--- config.mk ---
export PLATFORM = sky130hd
export DESIGN_NAME = cmuc_ctrl
export DESIGN_NICKNAME = d
export VERILOG_FILES = /design/src/hw/rtl/cmuc_pkg.sv /design/src/hw/rtl/cmuc_ctrl.sv
export SDC_FILE = /design/constraint.sdc
export NUM_CORES = 1
export LEC_CHECK = 0
export BUFFER_PORTS_ARGS = -buffer_cell sky130_fd_sc_hd__buf_4
export CORE_MARGIN = 1.5
export CORE_UTILIZATION = 40
export DETAILED_ROUTE_END_ITERATION = 7
export PLACE_DENSITY = 0.68
export SLEW_MARGIN = 20
export SYNTH_ARGS = -nofsm -noshare
export SYNTH_HDL_FRONTEND = slang
export SYNTH_SLANG_ARGS = --single-unit
--- constraint.sdc ---
create_clock -name clk -period 2.53 [get_ports clk]
set_input_delay 0.506 -clock clk [delete_from_list [all_inputs] [get_ports clk]]
set_output_delay 0.506 -clock clk [all_outputs]
set_load 0.005 [all_outputs]
--- src/hw/rtl/cmuc_pkg.sv ---
// ----------------------------------------------------------------------------
// cmuc_pkg
// Shared constants and types for the complex matrix unitarity checker.
// ----------------------------------------------------------------------------
package cmuc_pkg;

  localparam int MAT_DIM    = 3;
  localparam int DEPTH      = MAT_DIM * MAT_DIM;
  localparam int IDX_W      = $clog2(MAT_DIM);
  localparam int ADDR_W     = $clog2(DEPTH);
  localparam int CNT_W      = $clog2(DEPTH + 1);
  localparam int K_W        = $clog2(MAT_DIM + 2);
  localparam int ACC_W      = 33 + $clog2(MAT_DIM);
  localparam int ROOT_W     = 64;
  localparam int ROOT_ITERS = 32;
  localparam int ITER_W     = $clog2(ROOT_ITERS);
  localparam int TOL_RESET  = 2;
  localparam int ONE_Q14    = 16384;
  localparam int HALF_Q14   = 8192;
  localparam int SAT16      = 65535;

  typedef enum logic [7:0] {
    ST_IDLE = 8'b0000_0001,
    ST_ACC  = 8'b0000_0010,
    ST_PREP = 8'b0000_0100,
    ST_SQR  = 8'b0000_1000,
    ST_LOAD = 8'b0001_0000,
    ST_ROOT = 8'b0010_0000,
    ST_FIN  = 8'b0100_0000,
    ST_OUT  = 8'b1000_0000
  } ctrl_state_t;

  typedef struct packed {
    logic              wr_en;
    logic              wr_last;
    logic              rd_en;
    logic [ADDR_W-1:0] rd_a;
    logic [ADDR_W-1:0] rd_b;
    logic              acc_clr;
    logic              abs_en;
    logic              sq_en;
    logic              root_ld_diag;
    logic              root_ld_off;
    logic              root_step;
    logic              fin_en;
    logic              diag;
    logic              clr_best;
    logic              out_en;
  } dp_cmd_t;

endpackage

--- src/hw/rtl/cmuc_ctrl.sv ---
// ----------------------------------------------------------------------------
// cmuc_ctrl
// Sequencer: walks row pairs, drives the MAC, root and result steps.
// ----------------------------------------------------------------------------
module cmuc_ctrl import cmuc_pkg::*; (
  input  logic    clk,
  input  logic    rst_n,
  input  logic    start,
  input  logic    in_last_elem,
  output logic    busy,
  output dp_cmd_t cmd
);

  ctrl_state_t       state_r, state_nxt;
  logic [IDX_W-1:0]  i_r, i_nxt, j_r, j_nxt;
  logic [K_W-1:0]    k_r, k_nxt;
  logic [ITER_W-1:0] it_r, it_nxt;

  localparam logic [IDX_W-1:0] LAST_IDX = IDX_W'(MAT_DIM - 1);

  assign busy = (state_r != ST_IDLE);

  always_comb begin
    state_nxt = state_r;
    i_nxt     = i_r;
    j_nxt     = j_r;
    k_nxt     = k_r;
    it_nxt    = it_r;
    cmd       = '0;
    cmd.rd_a  = ADDR_W'(int'(j_r) * MAT_DIM + int'(k_r));
    cmd.rd_b  = ADDR_W'(int'(i_r) * MAT_DIM + int'(k_r));
    cmd.diag  = (i_r == j_r);
    unique case (state_r)
      ST_IDLE: begin
        if (start) begin
          cmd.wr_en   = 1'b1;
          cmd.wr_last = in_last_elem;
          if (in_last_elem) begin
            cmd.clr_best = 1'b1;
            cmd.acc_clr  = 1'b1;
            i_nxt        = '0;
            j_nxt        = '0;
            k_nxt        = '0;
            state_nxt    = ST_ACC;
          end
        end
      end
      ST_ACC: begin
        cmd.rd_en = (int'(k_r) < MAT_DIM);
        k_nxt     = k_r + K_W'(1);
        if (int'(k_r) == MAT_DIM + 1) begin
          state_nxt = ST_PREP;
        end
      end
      ST_PREP: begin
        it_nxt = '0;
        if (i_r == j_r) begin
          cmd.root_ld_diag = 1'b1;
          state_nxt        = ST_ROOT;
        end else begin
          cmd.abs_en = 1'b1;
          state_nxt  = ST_SQR;
        end
      end
      ST_SQR: begin
        cmd.sq_en = 1'b1;
        state_nxt = ST_LOAD;
      end
      ST_LOAD: begin
        cmd.root_ld_off = 1'b1;
        state_nxt       = ST_ROOT;
      end
      ST_ROOT: begin
        cmd.root_step = 1'b1;
        it_nxt        = it_r + ITER_W'(1);
        if (int'(it_r) == ROOT_ITERS - 1) begin
          state_nxt = ST_FIN;
        end
      end
      ST_FIN: begin
        cmd.fin_en = 1'b1;
        k_nxt      = '0;
        if (j_r == LAST_IDX) begin
          if (i_r == LAST_IDX) begin
            state_nxt = ST_OUT;
          end else begin
            i_nxt       = i_r + IDX_W'(1);
            j_nxt       = i_r + IDX_W'(1);
            cmd.acc_clr = 1'b1;
            state_nxt   = ST_ACC;
          end
        end else begin
          j_nxt       = j_r + IDX_W'(1);
          cmd.acc_clr = 1'b1;
          state_nxt   = ST_ACC;
        end
      end
      ST_OUT: begin
        cmd.out_en = 1'b1;
        state_nxt  = ST_IDLE;
      end
      default: state_nxt = ST_IDLE;
    endcase
  end

  always_ff @(posedge clk) begin
    if (!rst_n) begin
      state_r <= ST_IDLE;
      i_r     <= '0;
      j_r     <= '0;
      k_r     <= '0;
      it_r    <= '0;
    end else begin
      state_r <= state_nxt;
      i_r     <= i_nxt;
      j_r     <= j_nxt;
      k_r     <= k_nxt;
      it_r    <= it_nxt;
    end
  end

`ifndef SYNTHESIS
  a_out_to_idle: assert property (@(posedge clk) disable iff (!rst_n)
    state_r == ST_OUT |=> state_r == ST_IDLE)
    else $error("result step not followed by idle");
  a_last_pair_out: assert property (@(posedge clk) disable iff (!rst_n)
    (state_r == ST_FIN && i_r == LAST_IDX && j_r == LAST_IDX) |=> state_r == ST_OUT)
    else $error("last pair did not close the matrix");
  a_state_onehot: assert property (@(posedge clk) disable iff (!rst_n)
    $onehot(state_r))
    else $error("state register not one-hot");
`endif

endmodule

After elaboration in Yosys (flattened, before gate mapping)
Index checks and enable logic that the tools add are counted.
- add/sub/neg operators: 6
- $mul: 2
- $lt $le $gt $ge: 1
- equal/unequal tests: 21
- mux-type cells: 37
- reductions and logical operators: 7
- operators with widths (cell ; count):
    case mux 8 bit (7 select lines) ; 1
    2-to-1 mux 8 bit ; 6
    2-to-1 mux 1 bit ; 15
    2-to-1 mux 2 bit ; 7
    inequality test 2 bit, second input constant ; 6
    case mux 5 bit (2 select lines) ; 1
    case mux 3 bit (3 select lines) ; 1
    adder 4 x 3 -> 4 bit ; 2
    == test 8 x 1 -> 1 bit, second input constant ; 1
    == test 8 x 2 -> 1 bit, second input constant ; 1
    == test 8 x 3 -> 1 bit, second input constant ; 1
    == test 8 x 4 -> 1 bit, second input constant ; 1
    == test 8 x 5 -> 1 bit, second input constant ; 1
    == test 8 x 6 -> 1 bit, second input constant ; 1
    == test 8 x 7 -> 1 bit, second input constant ; 1
    == test 8 bit, second input constant ; 1
    multiplier 2 x 2 -> 4 bit, second input constant ; 2
    inequality test 8 x 1 -> 1 bit, second input constant ; 1
    case mux 2 bit (2 select lines) ; 2
    AND reduction 4 bit ; 2
    2-to-1 mux 3 bit ; 2
    2-to-1 mux 6 bit ; 1
    adder 5 x 1 -> 5 bit, second input constant ; 1
    == test 5 x 1 -> 1 bit, second input constant ; 1
    other kinds (12) ; 15
- register bits: 20

Logic depth before layout (Yosys ltp)
- depth in word-level cells: 4
- mapped depth: 7

Worst setup path after synthesis
Ideal clock, no wire load.
- kind: register to output
- start: register j_r[0]
- end: output port cmd[16] in the netlist's numbering
- arrival time: 1708 ps
- data required time: 2024 ps
- path slack: 316 ps
- stages on the path, launching flop included: 8
- buffers on the path: 0
- path through: dfxtp_1 -> inv_1 -> fa_1 -> inv_1 -> ha_1 -> inv_1 -> fa_1 -> inv_1
- RTL lines (item ; RTL line ; source):
    start, declared ; cmuc_ctrl.sv:15 ; logic [IDX_W-1:0] i_r, i_nxt, j_r, j_nxt;
    start signal, assigned ; cmuc_ctrl.sv:116 ; j_r <= j_nxt;
    end, declared ; cmuc_ctrl.sv:11 ; output dp_cmd_t cmd

==> impl_results.md <==
* Minimum clock period at 2610 ps
* FMAX at ~380 MHz
* DR pass1 iterations at 5
* Reg2reg path depth at 5
* Slew Limit Headroom at 0.683
* Post-synth EDFFs at 0
* Hold Startpoint: it_r[4]$_SDFFE_PN0P_
* Clock transition at path regs at approximately 120 ps
* CTS tree: built
* Worst EP required at 2020 ps
* NumNets Final at 209
* Avg WL per Cell at 13.6 um
* Power Density at approximately 360 nW/um^2
* Core Area at ~3300 sq um
* Max Cap Viol at 0
* Hold Slack at a little under 500 ps
* Worst setup EP type: primary output
* Share of layout cells above drive strength 1 at 0.310
* Grt ovf at 0
* Final hold vios at 0
* FF+latch count, synth at 20
* Die Y at between 60 and 70 um
* Ports at 26
* Post-detail-place hpwl at between 2 and 2.5 mm
* Antenna Violating Nets Remaining at 0
* Leakage power at about 0.8 nW
* Port Buffers at 25
* CTS sink count at 20
* Synth Net Count at about 170
* FF-to-FF End: state_r[1]$_SDFFE_PN0P_
* Post-route cell area at approximately 1700 sq um
* Synthesized area at around 1400 sq um
* Synth area leaders: dfxtp_1, ha_1, fa_1, inv_1, nand3_1
* Post-synthesis cell type count at 45
* Total GRT Usage at 0.180
* First-pass GRT wire length at a little over 5 mm
* Area Growth Syn to Fin at 24.9%
* Clk root buf: clkbuf_4
* Number of global-route vias before repair at between 1,000 and 1,500
* Hold_buf cts at 0
* VDD IR max at 173 uV
* Fin. max-slew vios at 0
* Crit path max fanout at 2
* Initial Utilization at 0.414
* Drt initial violations at 71
* Aggregate routed wire length at about 3.2 mm
* Yosys warning total at 0
* Largest net degree at the start of global routing at 12
* Core Rows at 21
* Die width at 61.8 um
* Setup TNS at -148 ps
* Status: complete, but fails checks
* Die ar. at between 3000 and 4000 sq um
* Synth Flop Type: dfxtp_1
* Violated checks: negative setup slack
* Worst Hold Path EP: it_r[4]$_SDFFE_PN0P_
* Layout Skew at ~13 ps
* Worst r2r src: state_r[7]$_SDFFE_PN0P_
* CTS buffer count at 3
* Critical path arrival at 2100 ps
* RSZ-0062 raised after global routing: yes
* Hold WC Path Type: reg2reg
* Final Cycle Share at 1.03
* Gate Count Post-Synth at around 150
* R2r setup slk at around 580 ps
* Initial antenna violation count at 0
* Crit Path Class: reg2out
* # DRC at 0
* CTS max path bufs at 2
* Hold depth at 2
* Asr flop ratio synth at 0
* Clock network latency to the later pin of the worst-skew pair at ~300 ps
* Worst Tran Pin Value at approximately 470 ps
* Post-DP Area at ~1600 sq um
* # H-tree levels at 1
* Final setup violation count at 3
* Vias/cell at around 5.4
* Synth top area share at 0.290
* Syn Area/Cell at 8.97 sq um
* Sequential area share after synthesis at 0.290
* Crit path launch type: flip-flop
* Gpl congestion at between 0.8 and 0.9
* Ant. Diodes at 0
* Via Count at between 1,000 and 1,500
* Post-route setup slack at -80.4 ps
* Largest area contributor in the netlist: dfxtp_1
* Final Power at between 0.6 and 0.7 mW
## routing by layer
metal,share of wire,track usage,wire (um)
met1,0.45,0.233,1420
met2,0.49,0.305,1570
met3,0.044,0.0290,140
met4,0.014,0.0578,45
met5,0,0,0
## cell usage in the layout (no fill, tap or decap), types with 4 or more instances in the layout
| master | n |
|---|---|
| nor3_1 | 5 |
| nor2_1 | 9 |
| ha_1 | 11 |
| inv_1 | 14 |
| dfxtp_1 | 15 |
| nand3_1 | 12 |
| a21oi_1 | 10 |
| o211ai_1 | 4 |
| buf_4 | 33 |
| nand2_1 | 9 |
## worst max-delay path by stage
stage / startpoint / to / slack (ps) / cells past startpoint
detailed placement: j_r[0]$_SDFFE_PN0P_ / cmd[16] / 130 / 8
floorplan: j_r[0]$_SDFFE_PN0P_ / cmd[16] / 320 / 7
global route: j_r[0]$_SDFFE_PN0P_ / cmd[16] / -150 / 8
finish: j_r[0]$_SDFFE_PN0P_ / cmd[16] / -80 / 8
CTS: j_r[0]$_SDFFE_PN0P_ / cmd[16] / -70 / 8
global placement: j_r[0]$_SDFFE_PN0P_ / cmd[16] / 190 / 8
## Yosys cell counts (all sizes together), types with 2 or more instances
library cell / number
a21oi: 10
a311oi: 2
and3: 3
and4b: 2
buf: 2
clkbuf: 2
dfxtp: 20
fa: 4
ha: 12
inv: 18
mux2i: 3
nand2: 9
nand2b: 3
nand3: 12
nand4b: 4
nor2: 9
nor3: 5
nor4: 3
o211ai: 4
o21ai: 2
or3: 2
xnor2: 2
xor2: 2
## stage by stage
stage / util / setup WS (ps) / cells
final: 0.517 / -80.4 / 233
after global routing: 0.517 / -150 / 233
after CTS: 0.509 / -70.7 / 232
after detailed placement: 0.489 / 125 / 225
after global placement: 0.489 / 193 / 225
after floorplan: - / 316 / 154
## critical path: stages, from the launching register on
cell and delay (ps):
dfxtp_2 370, inv_4 40, fa_1 470, inv_1 70, ha_2 170, inv_2 40, fa_2 520, inv_2 30
buf_6 100
## kinds of logic (layout without fill, tap and decap cells)
logic type | after synthesis | count (layout) | share of synthesized area
fa+ha+maj | 16 | 16 | 0.167
flops | 20 | 20 | 0.290
buf+inv | 22 | 55 | 0.0679
xor+xnor | 4 | 4 | 0.0254
mux | 4 | 4 | 0.0299
compound gates | 29 | 29 | 0.150
simple gates | 59 | 59 | 0.270
## sequential cells by signal, indices dropped and copies added (netlist names)
name and count:
j_r 2, i_r 2, state_r 8, k_r 3, it_r 5
## layout make-up
type / count / area [sq um]
flip-flops and latches: 20 / 414
inverters: 18 / 70.1
well taps: 46 / 57.6
fillers: 326 / 1610
multi-input cells: 112 / 902
repair buffers: 34 / 259
clock buffers: 3 / 22.5
## where the power goes
group	internal, mW	switching, mW	total, mW
sequential	0.319	0.0143	0.333
combinational	0.0691	0.0730	0.142
clock	0.0554	0.0937	0.149
total	0.443	0.181	0.624
## timing repair
item / CTS / global route
buffers inserted: 4 / 1
pin swaps: 1 / 0
resized for setup: 11 / 7
endpoints found under the setup margin: 4 / 4
Note: power is estimated with default switching activity, not from simulation.
